$ cat src/lpms_pkg.sv
package lpms_pkg;

  // Defaults for the top-level parameters.
  localparam int unsigned MaxBoardsDefault  = 256;
  localparam int unsigned LengthBitsDefault = 16;

  // Fixed field widths of the configuration register and the result.
  localparam int unsigned PainterW     = 16;
  localparam int unsigned TimeW        = 24;
  localparam int unsigned PainterReset = 1;

  // Controller states.
  typedef enum logic [2:0] {
    ST_LOAD,
    ST_INIT,
    ST_MID,
    ST_SCAN,
    ST_DECIDE,
    ST_EMIT
  } state_e;

  // Commands from the controller to the datapath.
  typedef struct packed {
    logic load;
    logic clear_set;
    logic search_init;
    logic mid_calc;
    logic scan_step;
    logic decide;
    logic emit;
  } cmd_t;

  // Status from the datapath to the controller.
  typedef struct packed {
    logic painters_zero;
    logic low_gt_high;
    logic scan_done;
    logic fits;
    logic mid_zero;
    logic out_free;
  } status_t;

endpackage

$ cat src/lpms_datapath.sv
module lpms_datapath #(
  parameter int unsigned MAX_BOARDS  = lpms_pkg::MaxBoardsDefault,
  parameter int unsigned LENGTH_BITS = lpms_pkg::LengthBitsDefault
) (
  input  logic                          clk_i,
  input  logic                          rst_ni,
  input  logic                          cfg_we_i,
  input  logic [lpms_pkg::PainterW-1:0] cfg_wdata_i,
  input  logic [LENGTH_BITS-1:0]        board_length_i,
  input  lpms_pkg::cmd_t                cmd_i,
  output lpms_pkg::status_t             status_o,
  input  logic                          out_ready_i,
  output logic                          out_valid_o,
  output logic [lpms_pkg::TimeW-1:0]    min_time_o,
  output logic                          feasible_o,
  output logic                          overflow_o
);

  localparam int unsigned CntW  = $clog2(MAX_BOARDS + 1);
  localparam int unsigned AddrW = (MAX_BOARDS > 1) ? $clog2(MAX_BOARDS) : 1;
  localparam int unsigned SumW  = LENGTH_BITS + CntW;
  localparam int unsigned GcW   = (CntW > lpms_pkg::PainterW) ? CntW : lpms_pkg::PainterW;
  localparam int unsigned CmpW  = (SumW > lpms_pkg::TimeW) ? SumW : lpms_pkg::TimeW;
  localparam logic [lpms_pkg::TimeW-1:0] TimeMax = {lpms_pkg::TimeW{1'b1}};

  logic [lpms_pkg::PainterW-1:0] painter_q;
  logic [CntW-1:0]               count_q;
  logic [LENGTH_BITS-1:0]        longest_q;
  logic [SumW-1:0]               total_q;
  logic                          dropped_q;
  logic [SumW-1:0]               low_q, high_q, mid_q, best_q;
  logic                          ok_q;
  logic [SumW-1:0]               gsum_q;
  logic [CntW-1:0]               gcnt_q;
  logic                          fail_q;
  logic [CntW-1:0]               idx_q;
  logic                          rd_vld_q;
  logic [LENGTH_BITS-1:0]        rd_data_q;
  logic                          out_valid_q;
  logic [lpms_pkg::TimeW-1:0]    min_time_q;
  logic                          feasible_q;
  logic                          overflow_q;

  logic [LENGTH_BITS-1:0] store_mem [MAX_BOARDS];

  logic            store_full;
  logic            read_issue;
  logic [SumW-1:0] len_ext;
  logic [SumW-1:0] sum_next;
  logic            fits;
  logic [CmpW-1:0] best_wide;
  logic [lpms_pkg::TimeW-1:0] time_sat;

  assign store_full = (count_q == CntW'(MAX_BOARDS));
  assign read_issue = cmd_i.scan_step && (idx_q != count_q);
  assign len_ext    = SumW'(rd_data_q);
  assign sum_next   = gsum_q + len_ext;
  assign fits       = !fail_q && (GcW'(gcnt_q) <= GcW'(painter_q));
  assign best_wide  = CmpW'(best_q);
  assign time_sat   = (best_wide > CmpW'(TimeMax)) ? TimeMax
                                                   : best_wide[lpms_pkg::TimeW-1:0];

  // Painter count register.
  always_ff @(posedge clk_i or negedge rst_ni) begin
    if (!rst_ni) begin
      painter_q <= lpms_pkg::PainterW'(lpms_pkg::PainterReset);
    end else if (cfg_we_i) begin
      painter_q <= cfg_wdata_i;
    end
  end

  // Set bookkeeping: count, longest board, total length and drop flag.
  always_ff @(posedge clk_i or negedge rst_ni) begin
    if (!rst_ni) begin
      count_q   <= '0;
      longest_q <= '0;
      total_q   <= '0;
      dropped_q <= 1'b0;
    end else if (cmd_i.clear_set) begin
      count_q   <= '0;
      longest_q <= '0;
      total_q   <= '0;
      dropped_q <= 1'b0;
    end else if (cmd_i.load) begin
      if (store_full) begin
        dropped_q <= 1'b1;
      end else begin
        count_q <= count_q + 1'b1;
        total_q <= total_q + SumW'(board_length_i);
        if (board_length_i > longest_q) begin
          longest_q <= board_length_i;
        end
      end
    end
  end

  // Board store write port.
  always_ff @(posedge clk_i) begin
    if (cmd_i.load && !store_full) begin
      store_mem[count_q[AddrW-1:0]] <= board_length_i;
    end
  end

  // Board store read port, registered.
  always_ff @(posedge clk_i) begin
    if (read_issue) begin
      rd_data_q <= store_mem[idx_q[AddrW-1:0]];
    end
  end

  // Binary search bounds and best limit.
  always_ff @(posedge clk_i) begin
    if (cmd_i.search_init) begin
      low_q  <= SumW'(longest_q);
      high_q <= total_q;
      best_q <= '0;
      ok_q   <= 1'b0;
    end else if (cmd_i.mid_calc) begin
      mid_q <= low_q + ((high_q - low_q) >> 1);
    end else if (cmd_i.decide) begin
      if (fits) begin
        best_q <= mid_q;
        ok_q   <= 1'b1;
        high_q <= mid_q - 1'b1;
      end else begin
        low_q <= mid_q + 1'b1;
      end
    end
  end

  // Read sequencing for the greedy scan; one board per cycle.
  always_ff @(posedge clk_i or negedge rst_ni) begin
    if (!rst_ni) begin
      idx_q    <= '0;
      rd_vld_q <= 1'b0;
    end else if (cmd_i.mid_calc) begin
      idx_q    <= '0;
      rd_vld_q <= 1'b0;
    end else if (cmd_i.scan_step) begin
      rd_vld_q <= read_issue;
      if (read_issue) begin
        idx_q <= idx_q + 1'b1;
      end
    end
  end

  // Greedy cut: fail on a board above the limit, else close the group when the next board would exceed it.
  always_ff @(posedge clk_i) begin
    if (cmd_i.mid_calc) begin
      gsum_q <= '0;
      gcnt_q <= CntW'(1);
      fail_q <= 1'b0;
    end else if (cmd_i.scan_step && rd_vld_q) begin
      if (len_ext > mid_q) begin
        fail_q <= 1'b1;
      end else if (sum_next <= mid_q) begin
        gsum_q <= sum_next;
      end else begin
        gcnt_q <= gcnt_q + 1'b1;
        gsum_q <= len_ext;
      end
    end
  end

  // Result register; holds until the sink takes it.
  always_ff @(posedge clk_i or negedge rst_ni) begin
    if (!rst_ni) begin
      out_valid_q <= 1'b0;
    end else if (cmd_i.emit) begin
      out_valid_q <= 1'b1;
    end else if (out_ready_i) begin
      out_valid_q <= 1'b0;
    end
  end

  always_ff @(posedge clk_i) begin
    if (cmd_i.emit) begin
      min_time_q <= ok_q ? time_sat : '0;
      feasible_q <= ok_q;
      overflow_q <= dropped_q;
    end
  end

  // Status to the controller.
  always_comb begin
    status_o               = '0;
    status_o.painters_zero = (painter_q == '0);
    status_o.low_gt_high   = (low_q > high_q);
    status_o.scan_done     = (idx_q == count_q) && !rd_vld_q;
    status_o.fits          = fits;
    status_o.mid_zero      = (mid_q == '0);
    status_o.out_free      = !out_valid_q || out_ready_i;
  end

  assign out_valid_o = out_valid_q;
  assign min_time_o  = min_time_q;
  assign feasible_o  = feasible_q;
  assign overflow_o  = overflow_q;

endmodule

$ cat config.mk
export PLATFORM = sky130hd
export DESIGN_NAME = lpms_datapath
export DESIGN_NICKNAME = d
export VERILOG_FILES = /design/src/lpms_pkg.sv /design/src/lpms_datapath.sv
export SDC_FILE = /design/constraint.sdc
export NUM_CORES = 2
export LEC_CHECK = 0
export BUFFER_PORTS_ARGS = -buffer_cell sky130_fd_sc_hd__buf_4
export CORE_ASPECT_RATIO = 1.75
export CORE_MARGIN = 2
export CORE_UTILIZATION = 35
export CTS_CLUSTER_DIAMETER = 100
export DETAILED_ROUTE_END_ITERATION = 8
export PLACE_DENSITY_LB_ADDON = 0.12
export SYNTH_ARGS = -nofsm -noshare
export SYNTH_HDL_FRONTEND = slang
export SYNTH_SLANG_ARGS = --single-unit
export TNS_END_PERCENT = 5
$ cat constraint.sdc
create_clock -name clk_i -period 5.8 [get_ports clk_i]
set_clock_uncertainty 0.05 [all_clocks]
set_input_delay 0.29 -clock clk_i [delete_from_list [all_inputs] [get_ports clk_i]]
set_output_delay 0.29 -clock clk_i [all_outputs]
set_load 0.03 [all_outputs]
-- Word-level counts from Yosys, hierarchy flattened
Memories as Yosys holds them, arrays and structs flattened. A register that Yosys moved wholly into a read port is not among the register bits.
Index checks and enable logic that the tools add are counted.
- flip-flop bits (word level): 240
- memory bits (writable): 4096
- bits of input ports: 43
- logic and storage cells: 111
- memories kept: 1
- memories (name ; words ; bits a word ; read ports ; clocked after Yosys merged registers in ; write ports ; RTL line ; source):
    store_mem ; 256 ; 16 ; 1 ; 1 ; 1 ; lpms_datapath.sv:44 ; logic [LENGTH_BITS-1:0] store_mem [MAX_BOARDS];
- add/sub/neg operators: 9
- order comparisons: 6
- equality and inequality tests: 6
- multiplexer cells: 32
- bitwise logic cells: 5
- reduce and logical (&&, ||, !) cells: 32
- operators with widths (kind ; number):
    25-bit two-way mux ; 8
    16-bit two-way mux ; 8
    9-bit two-way mux ; 6
    25-bit by 16-bit adder with 25-bit output ; 2
    9-bit by 1-bit adder with 9-bit output (second input constant) ; 3
    25-bit by 1-bit adder with 25-bit output (second input constant) ; 1
    25-bit by 24-bit adder with 25-bit output ; 1
    16-bit by 25-bit > comparator with 1-bit output ; 1
    25-bit by 24-bit > comparator with 1-bit output (second input constant) ; 1
    25-bit > comparator ; 1
    25-bit less-or-equal comparator ; 1
    25-bit zero test ; 1
    25-bit by 1-bit subtractor with 25-bit output (second input constant) ; 1
    25-bit subtractor ; 1
    24-bit two-way mux ; 1
    3-bit AND reduction ; 6
    16-bit > comparator ; 1
    9-bit by 16-bit less-or-equal comparator with 1-bit output ; 1
    16-bit zero test ; 1
    2-bit nonzero test ; 8
    2-bit AND reduction ; 6
    9-bit == test ; 1
    9-bit == test (second input constant) ; 1
    1-bit two-way mux ; 9
    7 further kinds ; 19

-- Depth between registers and ports, before layout
- depth in word-level cells: 6
- mapped depth: 23
- gate-level depth less buffers: 21

-- Worst setup path after synthesis
No wires, ideal clock.
- path kind: register to register
- from: reg rd_data_q[0], read port of store_mem
- to: reg gcnt_q[5]
- library setup time: 0.071 ns
- data arrival time: 4.929 ns
- data required time: 5.679 ns
- path slack: 0.750 ns
- cell stages (with the launch flop): 23
- path through: edfxtp_1 -> ha_1 -> fa_1 -> a21o_1 -> a21oi_1 -> nor2b_1 -> o21a_1 -> o211ai_1 -> o211ai_1 -> a211oi_1 -> clkbuf_1 -> nor2_1 -> xor2_1 -> ha_1 -> nand4_1 -> nor2_1 -> and3_1 -> o2bb2ai_1 -> a211oi_1 -> a31oi_1 -> nand2_1 -> or4_1 -> a21oi_1
- longest elaborated chain between the ends: 4
- RTL lines (what ; RTL line ; source):
    start: declaration ; lpms_datapath.sv:38 ; logic [LENGTH_BITS-1:0] rd_data_q;
    25-bit by 16-bit adder with 25-bit output ; lpms_datapath.sv:57 ; assign sum_next = gsum_q + len_ext;
    25-bit less-or-equal comparator ; lpms_datapath.sv:156 ; end else if (sum_next <= mid_q) begin
    1-bit NOT (no source line) ; - ;
    3-bit AND reduction (no source line) (*) ; - ;
    end signal: assignment ; lpms_datapath.sv:151 ; gcnt_q <= CntW'(1);
    end signal: assignment ; lpms_datapath.sv:159 ; gcnt_q <= gcnt_q + 1'b1;
    end: declaration ; lpms_datapath.sv:34 ; logic [CntW-1:0] gcnt_q;
Mark *: on every way between the ends. The rest lies on a longest branch, timed or not.
A chain may end at the register's enable or synchronous reset.

-- Worst setup path after layout
Same ends and word-level chain as after synthesis.

==> flow_summary.json <==
{
  "worst_setup_path_end_kind": "flip-flop",
  "timing.final.crit_period_ps": 5470,
  "die_area_um2": 505000,
  "die_y_um": 939,
  "status": "finished clean",
  "synth_edf_count": 4204,
  "rsz0062_at_grt": "false",
  "cap_violations": 0,
  "switching_share": 0.257,
  "gp_congestion": 0.836,
  "cp.arrival_ps": 6260,
  "yosys_warnings": 0,
  "crit_buf_inv": 4,
  "cpPeakStageDelay_ps": 430,
  "cts_tree": "built",
  "grt_util_all_layers": 0.226,
  "crit_fanout": 11,
  "rows": 343,
  "final.setup.tns_ps": 0,
  "drive_gt1_frac": 0.250,
  "dr.pass1.iters": 7,
  "yosysUniqueCellTypes": 86,
  "power_density_nw_per_um2": 364,
  "finalPower_w": 0.0732,
  "drc": 0,
  "relSlewSlack": 0.128,
  "cp_slowest_cell": "edfxtp_1",
  "synth_area_leaders": "edfxtp_1 72%, mux4_2 12%, mux2i_1 3.3%",
  "io_buffer_count": 75,
  "cp_common_cell": "buf_4",
  "p_int_w": 0.0544,
  "cts_buffers": 406,
  "vias_per_cell": 5.50,
  "worst_slew_pin_slew_ps": 1300,
  "grt_pass1_wl_um": 793000,
  "routed_wl_um": 579000,
  "cts_root_buffer": "clkbuf_16",
  "cts_sinks": 4352,
  "syn_nets": 9114,
  "synth-async-reset-ratio": 0.0179,
  "areaGrowthSynthToFinish_pct": 15.0,
  "synth_top_cell_by_area": "edfxtp_1",
  "dp_cells": 15600,
  "fill_cells": 44500,
  "synth.top_cell.area_share": 0.722,
  "coreArea_um2": 498000,
  "routedWlPerCell_um": 34.9,
  "finalMaxSlewViolations": 0,
  "hold_viol_final": 0,
  "cp.required_ps": 6590,
  "io_pins": 76,
  "drtIter0Drc": 8208,
  "start_util": 0.351,
  "synth_cells": 8912,
  "ys_seq_elements": 4352,
  "hpwlAfterDp_um": 367000,
  "setup_violations": 0,
  "cts_buffer_depth": 4,
  "htreeDepth": 5,
  "die_w_um": 538,
  "nets": 9775,
  "ant_nets": 0,
  "combPwrFrac": 0.151,
  "ys_top_cells_by_count": "4,204 x edfxtp_1, 925 x mux4_2, 577 x mux2i_1, 455 x nor2_1, 276 x nand2_1",
  "antenna_found_initial": 46,
  "seq_area_frac_synth": 0.741,
  "register_area_um2": 130000,
  "max-vdd-ir-drop_v": 0.000295,
  "cts.clk_slew.worst_paths_ps": 70,
  "grt_max_degree": 134,
  "synth_ff_type": "edfxtp_1",
  "final_cell_count_no_fill": 16600,
  "p_leak_nw": 62.6,
  "fmax_mhz": 183,
  "vias": 91200,
  "critPathKind": "flip-flop to flip-flop",
  "p_sw_w": 0.0188,
  "start_kind": "flip-flop",
  "p_clk_frac": 0.369,
  "overflow": 0,
  "hold_path.class": "primary input to flip-flop",
  "syn_area_um2": 175000,
  "crit_family": "compound AO/OA/AOI/OAI gates",
  "seq_power_share": 0.481,
  "finalCritPeriodShare": 0.943,
  "synth.most_common_cell": "edfxtp_1",
  "clkLatencyLatePin_ps": 1000,
  "avgSynthCellArea_um2": 19.6,
  "multi_input_area_um2": 42800,
  "grt_pass1_vias": 96200
}
==> cell type report <==
type	count	area share
Inverter	124	0.00239
Timing Repair Buffer	753	0.0326
Multi-Input combinational cell	3936	0.213
Clock inverter	244	0.0115
Clock buffer	488	0.0535
Sequential cell	4352	0.645
Antenna cell	134	0.00167
Tap cell	6555	0.0408
==> power by group through the flow <==
stage                     registers (W)  clock network [W]  logic [W]
final                            0.0352             0.0270     0.0110
after global routing             0.0352             0.0286     0.0117
after CTS                        0.0352             0.0275     0.0112
after detailed placement         0.0359                  0     0.0111
after global placement           0.0359                  0     0.0111
after floorplan                  0.0356                  0    0.00730
==> path summary, 6_finish.rpt <==
path | from | endpoint | slack, ps | cells past startpoint
setup reg to reg | rd_data_q[0]$_DFFE_PP_ | gcnt_q[5]$_SDFFE_PP0P_ | 330 | 25
hold reg to reg | best_q[11]$_SDFFE_PP0P_ | best_q[11]$_SDFFE_PP0P_ | 410 | 2
hold / removal | cfg_we_i | painter_q[5]$_DFFE_PN0P_ | 190 | 3
setup / recovery | rd_data_q[0]$_DFFE_PP_ | gcnt_q[5]$_SDFFE_PP0P_ | 330 | 25
max in group asynchronous | rst_ni | idx_q[5]$_DFFE_PN0P_ | 4610 | 4
min in group asynchronous | rst_ni | total_q[14]$_DFFE_PN0P_ | 400 | 4
==> cells by family (layout without fill, tap and decap cells) <==
group,count (synthesis),after routing,synth area share
and+or+nand+nor,1086,1086,0.0277
DFF,4352,4352,0.741
other,0,134,0
muxes,1533,1533,0.154
buffers and inverters,624,1609,0.0183
adders and majority gates,159,159,0.0116
xor gates and xnor gates,146,146,0.00732
AOI/OAI and AO/OA,1012,1012,0.0395
==> worst register-to-register path, stage by stage (launching register included) <==
cell and delay, ps:
edfxtp_1 430, ha_1 240, fa_1 400, a21o_1 190, a21oi_1 230, nor2b_1 100
o21a_1 200, o211ai_1 200, o211ai_1 210, a211oi_1 260, buf_4 220, nor3_1 100
xor2_1 150, ha_1 310, nand4_1 100, nor2_1 200, and3_1 250, o2bb2ai_1 150
a211oi_1 70, buf_4 150, a31oi_4 130, buf_4 200, nand2_1 110, buf_4 190
o31ai_1 330, a21oi_1 120
==> sequential cells by signal (all words and copies together) (netlist names) <==
signal and cells:
longest_q 16, idx_q 9, painter_q 16, rd_vld_q 1, out_valid_o 1, total_q 25
store_mem 4096, count_q 9, min_time_o 24, low_q 25, overflow_o 1, dropped_q 1
mid_q 25, best_q 25, fail_q 1, gsum_q 25, high_q 25, gcnt_q 9
ok_q 1, feasible_o 1, rd_data_q 16
==> cells in the final DEF (no fill, tap or decap), types with 155 or more instances in the layout <==
master / netlist / layout
edfxtp_1: 4204 / 4204
o221ai_1: 155 / 155
nor2_2: 1 / 203
ha_1: 155 / 155
mux4_2: 925 / 925
a21oi_1: 223 / 223
buf_4: 71 / 605
nand2_1: 276 / 259
nor2_1: 455 / 234
clkbuf_16: 0 / 414
mux2i_1: 577 / 576
==> metrics by stage <==
| step | area (µm²) | util | hold slack, ps | setup slack, ps |
|---|---|---|---|---|
| after detailed placement | 187000 | 0.375 | 335 | 366 |
| after CTS | 201000 | 0.403 | 95.5 | 312 |
| after global routing | 201000 | 0.404 | 187 | 9.68 |
| after floorplan | 175000 | - | -55.6 | 750 |
| after global placement | 187000 | 0.375 | 342 | 244 |
| final | 201000 | 0.404 | 185 | 332 |
==> repair_timing <==
item / in CTS / in global routing
gates resized for setup: 0 / 0
endpoints found under the setup margin: 0 / 2
hold buffers: 88 / 0
setup buffers: 0 / 1
hold endpoints to repair: 802 / 0
==> metal layers <==
| metal | track usage | wire length [µm] |
|---|---|---|
| met5 | 0 | 0 |
| met4 | 0.121 | 33100 |
| met3 | 0.0229 | 22500 |
| met2 | 0.427 | 319000 |
| met1 | 0.246 | 205000 |
No activity file was read; power rests on OpenSTA's default activity.
