[src/lpms_pkg.sv]
package lpms_pkg;

  // Defaults for the top-level parameters.
  localparam int unsigned MaxBoardsDefault  = 256;
  localparam int unsigned LengthBitsDefault = 16;

  // Fixed field widths of the configuration register and the result.
  localparam int unsigned PainterW     = 16;
  localparam int unsigned TimeW        = 24;
  localparam int unsigned PainterReset = 1;

  // Controller states.
  typedef enum logic [2:0] {
    ST_LOAD,
    ST_INIT,
    ST_MID,
    ST_SCAN,
    ST_DECIDE,
    ST_EMIT
  } state_e;

  // Commands from the controller to the datapath.
  typedef struct packed {
    logic load;
    logic clear_set;
    logic search_init;
    logic mid_calc;
    logic scan_step;
    logic decide;
    logic emit;
  } cmd_t;

  // Status from the datapath to the controller.
  typedef struct packed {
    logic painters_zero;
    logic low_gt_high;
    logic scan_done;
    logic fits;
    logic mid_zero;
    logic out_free;
  } status_t;

endpackage

[src/lpms_ctrl.sv]
module lpms_ctrl (
  input  logic              clk_i,
  input  logic              rst_ni,
  input  logic              in_valid_i,
  input  logic              in_last_i,
  output logic              in_ready_o,
  input  lpms_pkg::status_t status_i,
  output lpms_pkg::cmd_t    cmd_o
);

  lpms_pkg::state_e state_q, state_d;

  // State register.
  always_ff @(posedge clk_i or negedge rst_ni) begin
    if (!rst_ni) begin
      state_q <= lpms_pkg::ST_LOAD;
    end else begin
      state_q <= state_d;
    end
  end

  // Next state and commands.
  always_comb begin
    state_d    = state_q;
    cmd_o      = '0;
    in_ready_o = 1'b0;
    unique case (state_q)
      lpms_pkg::ST_LOAD: begin
        in_ready_o = 1'b1;
        if (in_valid_i) begin
          cmd_o.load = 1'b1;
          if (in_last_i) begin
            state_d = lpms_pkg::ST_INIT;
          end
        end
      end
      lpms_pkg::ST_INIT: begin
        cmd_o.search_init = 1'b1;
        if (status_i.painters_zero) begin
          state_d = lpms_pkg::ST_EMIT;
        end else begin
          state_d = lpms_pkg::ST_MID;
        end
      end
      lpms_pkg::ST_MID: begin
        if (status_i.low_gt_high) begin
          state_d = lpms_pkg::ST_EMIT;
        end else begin
          cmd_o.mid_calc = 1'b1;
          state_d        = lpms_pkg::ST_SCAN;
        end
      end
      lpms_pkg::ST_SCAN: begin
        cmd_o.scan_step = 1'b1;
        if (status_i.scan_done) begin
          state_d = lpms_pkg::ST_DECIDE;
        end
      end
      lpms_pkg::ST_DECIDE: begin
        cmd_o.decide = 1'b1;
        // A fitting limit of zero cannot be lowered any further.
        if (status_i.fits && status_i.mid_zero) begin
          state_d = lpms_pkg::ST_EMIT;
        end else begin
          state_d = lpms_pkg::ST_MID;
        end
      end
      lpms_pkg::ST_EMIT: begin
        if (status_i.out_free) begin
          cmd_o.emit      = 1'b1;
          cmd_o.clear_set = 1'b1;
          state_d         = lpms_pkg::ST_LOAD;
        end
      end
      default: begin
        state_d = lpms_pkg::ST_LOAD;
      end
    endcase
  end

endmodule

[config.mk]
export PLATFORM = sky130hd
export DESIGN_NAME = lpms_ctrl
export DESIGN_NICKNAME = d
export VERILOG_FILES = /design/src/lpms_pkg.sv /design/src/lpms_ctrl.sv
export SDC_FILE = /design/constraint.sdc
export NUM_CORES = 1
export LEC_CHECK = 0
export ABC_CLOCK_PERIOD_IN_PS = 1160
export BUFFER_PORTS_ARGS = -buffer_cell sky130_fd_sc_hd__buf_2
export CAP_MARGIN = 5
export CORE_AREA = 2 2 39 41
export DETAILED_ROUTE_END_ITERATION = 8
export DIE_AREA = 0 0 41 43
export GPL_TIMING_DRIVEN = 1
export PLACE_DENSITY = 0.48
export SYNTH_ARGS = -nofsm -noshare
export SYNTH_HDL_FRONTEND = slang
export SYNTH_SLANG_ARGS = --single-unit
export TNS_END_PERCENT = 20
[constraint.sdc]
create_clock -name clk_i -period 1.16 [get_ports clk_i]
set_input_delay 0.058 -clock clk_i [delete_from_list [all_inputs] [get_ports clk_i]]
set_output_delay 0.058 -clock clk_i [all_outputs]
set_load 0.01 [all_outputs]
Yosys cells after proc, flatten, opt, wreduce, memory -nomap -nowiden
Cells that the tools add are included.
W data, S select, Z words.
- register bits after elaboration: 3
- input bits: 10
- logic and storage cells: 31
- equality and inequality tests: 9
- multiplexer cells: 18
- reductions and logical operators: 3
- operators with widths (operator ; count):
    $mux W3 ; 7
    $pmux W3 S6 ; 1
    $mux W1 ; 10
    $ne A2 B2 Y1 const B ; 4
    $eq A3 B2 Y1 const B ; 2
    $eq A3 B3 Y1 const B ; 2
    $reduce_and A4 Y1 ; 1
    $eq A3 B1 Y1 const B ; 1
    $logic_not A3 Y1 ; 1
    $logic_and A1 B1 Y1 ; 1

Logic depth before layout (Yosys ltp)
Gate-level depths: netlist (run 1).
- depth after elaboration: 3
- gate-level depth with buffers: 3

Least setup slack after synthesis (run 1)
OpenSTA, ideal clock, no wires.
- path type: register to output
- start point: register state_q[1]
- end point: output cmd_o[5] (netlist name)
- arrival time: 1.014 ns
- data required time: 1.102 ns
- slack: 0.088 ns
- cell stages (with the launch flop): 4
- buffers on the path: 2
- path through: dfrtp_1 -> buf_2 -> and4b_1 -> buf_4
- RTL lines (item ; RTL line ; text):
    from (decl) ; lpms_ctrl.sv:11 ; lpms_pkg::state_e state_q, state_d;
    from (signal assigned) ; lpms_ctrl.sv:16 ; state_q <= lpms_pkg::ST_LOAD;
    from (signal assigned) ; lpms_ctrl.sv:18 ; state_q <= state_d;
    to (decl) ; lpms_ctrl.sv:8 ; output lpms_pkg::cmd_t cmd_o

==> metrics.cfg, run 1 <==
[outcome]
outcome=finished, violations left
violations=setup timing

[floorplan]
ioPinCount=18
num_rows=14
initial_utilization_pct=22.4
die_area_um2=1760
core_area_um2=1380
die_y_um=43
die_x_um=41

[timing]
finalHoldViolCount=0
worstMarginPinSlew_ns=0.259
grt_setup_unrepaired=true
fin_ws_ns=-0.0982
finalSetupViolations=6
relSlewSlack_pct=82.6
final-max-slew-violation-count=0
tns_ns=-0.425
fin_skew_ns=0.000924
min_period_ns=1.26
timing.fmax_ghz=0.795
fin_crit_sh_pct=108

[detailed_routing]
wl_met2_um=515
ant_nets=0
wl_met3_um=23
route.detailed.drc=0
num_vias=381
wl_per_cell_um=11.4
first_pass_iters=4
wirelength_um=923
drt-met1-wl_um=383
dr.first_iter.drc_count=7
vias_per_cell=4.70
top_layer_used=met3

[synthesis]
synth_ff_type=dfrtp_1
async_flop_share_pct=100
ys_warn_count=0
synth_xor_area_share_pct=0
ys_types=28
muxShareOfSynthArea_pct=3.23
synth.avg_cell_area_um2=8.87
synthAdderAreaFrac_pct=0
syn_inst=35
ys_seq_area_share_pct=24.2
synth_area_um2=310
synthSimpleGateAreaFrac_pct=37.9
synth_top_area_share_pct=24.2
synth_top_family_by_area=simple AND/OR/NAND/NOR gates
yosys.area.top_type=dfrtp_1
yosys-top-cells-count=buf_4, dfrtp_1, and2_1, nand2_1, nor3b_1
synth_edf_count=0
ys_ff_latch=3
synth_compound_area_share_pct=25.8
synth_fp_nets=45
synthTopCellsByArea=dfrtp_1, buf_4, nor3b_1

[clocking]
worstSkewPairLatency_ns=0.23
clockBufferDepth=2
clock-root-buffer=clkbuf_4
worst_setup_hold_path_clk_slew_ns=0.04
cts_tree=yes
cts_sinks=3
numCtsBuffers=3
htree_levels=1

[finish]
area_growth_pct=79.8
register_area_um2=77.6
diodes=0
post-route-util_pct=40.3
fin_nets=76
drive_above_1_share_pct=63.1
largest_reg_flops=3
fin_cells=81
top_register=state_q
fillerInstances=152
largestRegisters=state_q: 3 flops
multi_input_area_um2=224

[pwr]
power_density_nw_per_um2=2750
p_leak_uw=0.000275
ir_worst_vdd_mv=0.719

[setup_path]
path_buf_inv=2
required_ns=1.10
critPathSlowestCell=dfrtp_1
worst_setup_path_end_kind=primary output
cp.arrival_ns=1.20
critPathLaunchType=flop
timing.critical_path.slowest_cell_delay_ns=0.39
crit_fanout=3
critical-path-top-delay-family=flip-flops
path_cells=buf_4 > nor3_4 > and2_1 > buf_2
path_class=reg2out

[grt]
grt_max_degree=10
grt_pass1_wl_um=1460
grt_pass1_vias=365
grt_usage_pct=12.4
antenna_found_initial=0
grt_overflow=0

[placed_design]
portBuffers=17
dp_hpwl_um=677
dp_cells=71
gp_congestion=0.714

[run]
max-cap-violations=0

[worst_hold_path]
hold_path_class=in2async

==> power by group <==
group	leakage, uW	internal [uW]	total (uW)	switching (uW)
Combinational	0.000226	644	1120	472
Sequential	0.0000342	168	237	69.2
Clock	0.0000150	129	184	54.9
==> cell usage in the layout, fill, tap and decap left out, drive strengths merged, types with 2 or more instances in the layout <==
cell type and instances:
clkbuf 4, o21ai 3, a21oi 2, buf 29, dfrtp 3, nor3b 2, and2 2, nand2 2
==> worst paths after layout <==
path                                          endpoint  cells after the start  slack [ns]              startpoint
worst max-delay path                          cmd_o[6]                      4        -0.1  state_q[1]$_DFFE_PN0P_
worst min-delay path            state_q[0]$_DFFE_PN0P_                      2        0.15                  rst_ni
worst max register to register  state_q[0]$_DFFE_PN0P_                      4       -0.09  state_q[2]$_DFFE_PN0P_
worst min register to register  state_q[1]$_DFFE_PN0P_                      2        0.65  state_q[1]$_DFFE_PN0P_
max in group asynchronous       state_q[2]$_DFFE_PN0P_                      2        0.89                  rst_ni
min in group clk_i              state_q[1]$_DFFE_PN0P_                      4        0.18             status_i[1]
==> cell families (layout without fill, tap and decap cells) <==
group	after synthesis	after routing
AOI/OAI and AO/OA	11	11
buffers and inverters	4	34
muxes	1	1
and+or+nand+nor	16	16
DFF	3	3
==> timing repair <==
| action | 4_1_cts | 5_1_grt |
|---|---|---|
| hold endpoints to repair | 3 | 0 |
| resized for setup | 8 | 4 |
| hold buffers | 1 | 0 |
| pin swaps | 3 | 2 |
| buffers inserted | 4 | 1 |
| gates cloned | 0 | 0 |
| endpoints found under the setup margin | 8 | 10 |
==> through the flow <==
| step | hold slack [ns] | setup WS [ns] | total power (uW) | area (um^2) |
|---|---|---|---|---|
| after floorplan | -0.238 | 0.0884 | 767 | 310 |
| after global placement | -0.139 | 0.0477 | 1060 | 440 |
| after detailed placement | -0.139 | 0.0187 | 1070 | 440 |
| after CTS | 0.144 | -0.105 | 1480 | 539 |
| after global routing | 0.163 | -0.188 | 1660 | 558 |
| final | 0.151 | -0.0982 | 1540 | 558 |
==> worst register-to-register path, cell delays in order, from the launching register on <==
cell and delay, ns:
dfrtp_2 0.43, buf_4 0.16, or3b_1 0.38, o31ai_1 0.08
a32o_2 0.15
==> layout make-up <==
| type | instances | share of cell area [%] |
|---|---|---|
| multi-input cells | 28 | 40.1 |
| repair buffers | 30 | 37.7 |
| flip-flops and latches | 3 | 13.9 |
| clock buffers | 4 | 4.71 |
| well taps | 16 | 3.59 |
==> metal layers <==
metal | up-vias | global-route usage [%]
met5 | - | 0
met4 | 0 | 12.0
met3 | 0 | 1.57
met2 | 9 | 18.4
met1 | 182 | 13.9
li1 | 190 | -
Note: power is estimated with default switching activity, not from simulation.
==> inputs of run 2 (changes only) <==
--- a/config.mk
+++ b/config.mk
@@ -9,6 +9,7 @@
 export BUFFER_PORTS_ARGS = -buffer_cell sky130_fd_sc_hd__buf_2
 export CAP_MARGIN = 5
 export CORE_AREA = 2 2 39 41
+export CTS_BUF_LIST = sky130_fd_sc_hd__clkbuf_16
 export DETAILED_ROUTE_END_ITERATION = 8
 export DIE_AREA = 0 0 41 43
 export GPL_TIMING_DRIVEN = 1
==> run 2 against run 1 <==
Against the previous run:
- the flow still finishes with violations (setup timing)
- final area grew 16%
- register-to-register slack is essentially flat
- combinational power grew 8%
- routed wire length grew 2.9%
- setup slack gained 0.0022 ns
- non-clock buffer count grew 2
- critical endpoint unchanged
- highest routed layer is now met4
==> metrics.cfg, run 2 (same netlist as run 1, synthesis figures left out) <==
[outcome]
outcome=finished, violations left
violations=setup timing

[finish]
layout_common_cells=buf_2, buf_4, buf_6
drive_above_1_share_pct=67.2  ; +4.1 points
fin_nets=78  ; +2.6%
layout_commonest_cell=buf_2
top_register=state_q
area_growth_pct=108
fin_cells=83  ; +2.5%
diodes=0  ; unchanged
post-route-util_pct=46.7  ; +6.4 points
largest_reg_flops=3  ; unchanged
largestRegisters=state_q: 3 flops

[pwr]
p_leak_uw=0.000315  ; +14%
power_density_nw_per_um2=3090  ; +12%
ir_worst_vdd_mv=0.945  ; +31%

[floorplan]
core_area_um2=1380  ; unchanged
die_x_um=41  ; unchanged
num_rows=14  ; unchanged
initial_utilization_pct=22.4  ; unchanged
die_y_um=43  ; unchanged
die_area_um2=1760  ; unchanged
ioPinCount=18  ; unchanged

[worst_hold_path]
hold_path_class=in2async

[grt]
grt_max_degree=10  ; unchanged
grt_overflow=0  ; unchanged
use_met3_pct=3.14  ; +1.6 points
use_met2_pct=19.1  ; +0.62 points
antenna_found_initial=0  ; unchanged
grt_pass1_wl_um=1520  ; +3.8%
grt-busiest-layer=met2
grt_usage_pct=12.9  ; +0.50 points
grt_use_met1_pct=14.8  ; +0.97 points
grt_pass1_vias=380  ; +4.1%

[timing]
finalSetupViolations=6  ; unchanged
whs_ns=0.162  ; +0.0113 ns
worstMarginPinSlew_ns=0.202  ; -0.0568 ns
timing.fmax_ghz=0.796  ; +0.18%
fin_ws_ns=-0.0960  ; +0.00222 ns
fin_crit_sh_pct=108  ; -0.19 points
finalHoldViolCount=0  ; unchanged
relSlewSlack_pct=86.4  ; +3.8 points
fin_skew_ns=0.000283  ; -0.000641 ns
tns_ns=-0.430  ; -0.00407 ns
grt_setup_unrepaired=true
final-max-slew-violation-count=0  ; unchanged
min_period_ns=1.26  ; -0.00222 ns

[setup_path]
cp.arrival_ns=1.20  ; about the same
reg2reg_slack_ns=-0.08  ; about the same
required_ns=1.10  ; about the same
critPathLaunchType=flop
worst_setup_path_end_kind=primary output
reg2reg_to=state_q[0]$_DFFE_PN0P_
r2r_start=state_q[2]$_DFFE_PN0P_
crit_fanout=4  ; +1
path_class=reg2out
reg2reg_depth=4  ; unchanged

[clocking]
cts_tree=yes
htree_levels=1  ; unchanged
clock-root-buffer=clkbuf_16
numCtsBuffers=3  ; unchanged
cts_sinks=3  ; unchanged
worstSkewPairLatency_ns=0.22  ; about the same
clockBufferDepth=2  ; unchanged
worst_setup_hold_path_clk_slew_ns=0.03  ; about the same

[run]
max-cap-violations=0  ; unchanged

[placed_design]
dp_cells=71  ; unchanged
dp_hpwl_um=677  ; unchanged
portBuffers=17  ; unchanged
gp_congestion=0.714  ; unchanged

[detailed_routing]
dr.first_iter.drc_count=5  ; -2
wl_per_cell_um=11.4  ; +0.45%
wirelength_um=950  ; +2.9%
route.detailed.drc=0  ; unchanged
first_pass_iters=3  ; -1
num_vias=395  ; +3.7%
vias_per_cell=4.76  ; +1.2%
ant_nets=0  ; unchanged

-- run 2: changes by cell type in the layout (fill, tap and decap cells not counted), sizes merged --
cell	change
inv	+1
clkbuf	-1
buf	+2
-- run 2: power breakdown --
group	switching, uW	internal [uW]
Clock	96.0	445
Sequential	76.6	168
Combinational	495	718
-- run 2: final cells by class --
class	count	area [um^2]
fill	141	737
multi-input combinational	28	241
timing repair buffer	32	229
sequential	3	77.6
clock buffer	3	75.1
tap	16	20.0
clock inverter	1	3.75
-- run 2: metrics by stage --
step | setup WS (ns) | cell area, um^2 | total power (uW)
2_1_floorplan | 0.0884 | 310 | 767
3_3_place_gp | 0.0477 | 440 | 1060
3_5_place_dp | 0.0187 | 440 | 1070
4_1_cts | -0.0941 | 603 | 1870
5_1_grt | -0.173 | 647 | 2130
6_report | -0.0960 | 647 | 2000
-- run 2: routing by layer --
metal  part of all wire, %  up-vias
met5                     0        -
met4                   2.2        0
met3                   4.0        2
met2                    50       10
met1                    43      188
li1                      -      195
-- run 2: critical path, stage by stage, from the launching register on --
cell and delay (ns):
dfrtp_2 0.43, buf_6 0.13, nor3_4 0.16, and2_1 0.13, buf_2 0.12
-- run 2: worst max-delay path by stage --
stage,from,to,slack [ns],cells after the start
2_1_floorplan,state_q[1]$_DFFE_PN0P_,cmd_o[5],0.09,3
3_5_place_dp,state_q[2]$_DFFE_PN0P_,state_q[0]$_DFFE_PN0P_,0.02,3
4_1_cts,state_q[2]$_DFFE_PN0P_,cmd_o[6],-0.09,4
6_report,state_q[0]$_DFFE_PN0P_,cmd_o[6],-0.1,4
5_1_grt,state_q[0]$_DFFE_PN0P_,cmd_o[6],-0.17,4
3_3_place_gp,state_q[2]$_DFFE_PN0P_,state_q[0]$_DFFE_PN0P_,0.05,3
-- run 2: timing repair --
action,in CTS,in global routing
endpoints found under the hold margin,3,0
setup buffers,5,2
hold buffers,1,0
pin swaps,3,3
resized for setup,9,7
endpoints found under the setup margin,8,11
==> inputs of run 3 (changes only) <==
--- a/config.mk
+++ b/config.mk
@@ -5,6 +5,7 @@
 export SDC_FILE = /design/constraint.sdc
 export NUM_CORES = 1
 export LEC_CHECK = 0
+export ABC_AREA = 1
 export ABC_CLOCK_PERIOD_IN_PS = 1160
 export BUFFER_PORTS_ARGS = -buffer_cell sky130_fd_sc_hd__buf_2
 export CAP_MARGIN = 5
@@ -13,7 +14,7 @@
 export DETAILED_ROUTE_END_ITERATION = 8
 export DIE_AREA = 0 0 41 43
 export GPL_TIMING_DRIVEN = 1
-export PLACE_DENSITY = 0.48
+export PLACE_DENSITY = 0.45
 export SYNTH_ARGS = -nofsm -noshare
 export SYNTH_HDL_FRONTEND = slang
 export SYNTH_SLANG_ARGS = --single-unit
==> run 3 against run 2 <==
Against the previous run:
- the run still ends with setup timing left
- clock-buffer cell count stayed put
- via count is 7.1% lower
- first-iteration DRC count is 40% lower
- combinational power is 47% lower
- area after synthesis is 14% lower
- sequential power is 4% higher
- routed wire length is 13% lower
- global-route usage is 1.5 points lower
- register-to-register slack better by 0.08 ns
- clock power is 0.7% lower
- synthesized cell count is 37% higher
- hold slack worse by 0.0077 ns
- critical endpoint is now cmd_o[3]
==> metrics.cfg, run 3 <==
[outcome]
outcome=finished, violations left
violations=setup timing

[floorplan]
die_y_um=43  ; unchanged
ioPinCount=18  ; unchanged
die_x_um=41  ; unchanged
num_rows=14  ; unchanged
die_area_um2=1760  ; unchanged
initial_utilization_pct=19.3  ; -3.1 points
core_area_um2=1380  ; unchanged

[timing]
finalHoldViolCount=0  ; unchanged
relSlewSlack_pct=84.9  ; -1.5 points
fin_skew_ns=0.000498  ; +0.000216 ns
timing.fmax_ghz=0.831  ; +4.4%
fin_ws_ns=-0.0435  ; +0.0525 ns
min_period_ns=1.20  ; -0.0525 ns
grt_setup_unrepaired=true
finalSetupViolations=6  ; unchanged
final-max-slew-violation-count=0  ; unchanged
fin_crit_sh_pct=104  ; -4.5 points
worstMarginPinSlew_ns=0.224  ; +0.0220 ns

[synthesis]
ys_types=12  ; -57%
syn_inst=48  ; +37%
ys_seq_area_share_pct=28.0  ; +3.8 points
synth_fp_nets=58  ; +29%
ys_ff_latch=3  ; unchanged
synth_edf_count=0  ; unchanged
ys_warn_count=0  ; unchanged
synth_top_area_share_pct=28.0  ; +3.8 points
synth_area_um2=268  ; -14%
synth.avg_cell_area_um2=5.58  ; -37%
yosys-top-cells-count=nand2_1, inv_1, nor2_1
synth_most_common_cell=nand2_1
synth_ff_type=dfrtp_1
yosys.area.top_type=dfrtp_1
async_flop_share_pct=100  ; unchanged
synthTopCellsByArea=dfrtp_1, nand2_1, inv_1

[setup_path]
setup.worst_path.end=cmd_o[3]
reg2reg_depth=8  ; +4
required_ns=1.10  ; about the same
path_class=reg2out
worst_setup_path_end_kind=primary output
startpoint=state_q[0]$_DFFE_PN0P_
critPathLaunchType=flop
reg2reg_slack_ns=0  ; +0.08 ns
r2r_start=state_q[0]$_DFFE_PN0P_
critPathSlowestCell=dfrtp_2
timing.critical_path.slowest_cell_delay_ns=0.45  ; +0.02 ns
crit_fanout=5  ; +1
cp.arrival_ns=1.15  ; -0.05 ns
reg2reg_to=state_q[0]$_DFFE_PN0P_
path_cells=inv_4 > nand2_4 > nor2_2 > nand2_1 > inv_1 > buf_2

[finish]
diodes=0  ; unchanged
largest_reg_flops=3  ; unchanged
drive_above_1_share_pct=46.6  ; -21 points
layout_common_cells=buf_2, nand2_1, inv_1
fin_nets=84  ; +7.7%
largestRegisters=state_q: 3 flops
top_register=state_q
layout_commonest_cell=buf_2
area_growth_pct=94.4

[pwr]
power_density_nw_per_um2=2750  ; -11%
p_clk_share_pct=37.5  ; +10 points
p_seq_share_pct=17.8  ; +5.5 points
power.total_uw=1430  ; -28%
p_sw_uw=546  ; -18%
switching_share_pct=38.1  ; +4.7 points
power_frac_comb_pct=44.7  ; -16 points
p_leak_uw=0.000324  ; +2.9%
p_int_uw=886  ; -33%
ir_worst_vdd_mv=1.32  ; +39%

[clocking]
numCtsBuffers=3  ; unchanged
htree_levels=1  ; unchanged
clockBufferDepth=2  ; unchanged
cts_tree=yes
worst_setup_hold_path_clk_slew_ns=0.03  ; about the same
worstSkewPairLatency_ns=0.22  ; about the same
cts_sinks=3  ; unchanged
clock-root-buffer=clkbuf_16

[detailed_routing]
route.detailed.drc=0  ; unchanged
wl_met3_um=58  ; +53%
first_pass_iters=4  ; +1
vias_per_cell=4.12  ; -13%
wirelength_um=828  ; -13%
dr.first_iter.drc_count=3  ; -2
num_vias=367  ; -7.1%
top_layer_used=met3
wl_met2_um=407  ; -15%
wl_per_cell_um=9.30  ; -19%
drt-met1-wl_um=362  ; -12%
ant_nets=0  ; unchanged

[grt]
grt_pass1_wl_um=1360  ; -10%
antenna_found_initial=0  ; unchanged
grt_pass1_vias=367  ; -3.4%
grt_overflow=0  ; unchanged
grt_usage_pct=11.4  ; -1.5 points
grt_max_degree=7  ; -3

[run]
max-cap-violations=0  ; unchanged

[placed_design]
gp_congestion=0.762  ; +6.8%
dp_hpwl_um=581  ; -14%
place_ws_ns=0.0732  ; +0.0546 ns
portBuffers=17  ; unchanged

[worst_hold_path]
hold_path_class=in2reg

run 3: cell count changes after synthesis, sizes merged, moves of 2 or more:
cell / previous run / this run
nand3: 1 / 3
and2: 2 / 0
inv: 0 / 13
nand4: 0 / 3
nor2: 1 / 7
o21ai: 3 / 1
nand2: 2 / 14
nor3b: 2 / 0
buf: 4 / 1
a21oi: 2 / 0
run 3: cell families (layout without fill, tap and decap cells):
family / Yosys count / after routing / synth area share [%]
buffers and inverters: 14 / 39 / 21.0
and+or+nand+nor: 30 / 30 / 49.1
DFF: 3 / 3 / 28.0
AOI/OAI and AO/OA: 1 / 1 / 1.87
run 3: routing by layer:
metal | GRT usage [%] | vias to the layer above
met2 | 18.4 | 12
met3 | 1.57 | 0
li1 | - | 196
met5 | 0 | -
met4 | 6.00 | 0
met1 | 13.5 | 159
run 3: worst min-delay path by stage:
stage                startpoint                     end  slack [ns]  depth (start not counted)
detailed placement       rst_ni  state_q[2]$_DFFE_PN0P_       -0.14                          1
CTS                      rst_ni  state_q[0]$_DFFE_PN0P_        0.15                          2
global route             rst_ni  state_q[0]$_DFFE_PN0P_        0.17                          2
floorplan                rst_ni  state_q[0]$_DFFE_PN0P_       -0.24                          0
finish              status_i[5]  state_q[1]$_DFFE_PN0P_        0.15                          4
global placement         rst_ni  state_q[2]$_DFFE_PN0P_       -0.14                          1
run 3: final cells by class:
type                       instances  area (um^2)
fill                             157          863
multi-input combinational         31          164
timing repair buffer              22          125
sequential                         3         78.8
clock buffer                       3         75.1
inverter                          13         53.8
tap                               16         20.0
clock inverter                     1         3.75
run 3: worst max-delay path: cells and delay by family (launching register included):
family,cells,cell delay (ns)
DFF,1,0.45
and+or+nand+nor,3,0.22
buffers and inverters,3,0.26
run 3: power by group through the flow:
| stage | clock network [uW] | logic (uW) | registers, uW |
|---|---|---|---|
| 6_report | 537 | 640 | 255 |
| 5_1_grt | 561 | 737 | 264 |
| 4_1_cts | 552 | 593 | 234 |
| 3_5_place_dp | 0 | 474 | 234 |
| 3_3_place_gp | 0 | 475 | 232 |
| 2_1_floorplan | 0 | 331 | 213 |
run 3: timing repair:
item / 4_1_cts / 5_1_grt
pin swaps: 1 / 3
hold buffers: 1 / 0
gates resized for setup: 6 / 5
hold endpoints to repair: 3 / 0
setup buffers: 4 / 0
setup endpoints to repair: 6 / 9
run 3: per-stage QoR:
step / utilization, % / cells / hold WS [ns] / instance area [um^2] / TNS (ns)
final: 37.6 / 89 / 0.154 / 520 / -0.0951
after global routing: 37.6 / 89 / 0.171 / 520 / -0.922
after CTS: 36.1 / 89 / 0.150 / 499 / -0.0832
after detailed placement: 26.9 / 80 / -0.145 / 372 / 0
after global placement: 26.9 / 80 / -0.145 / 372 / 0
after floorplan: - / 48 / -0.238 / 274 / 0
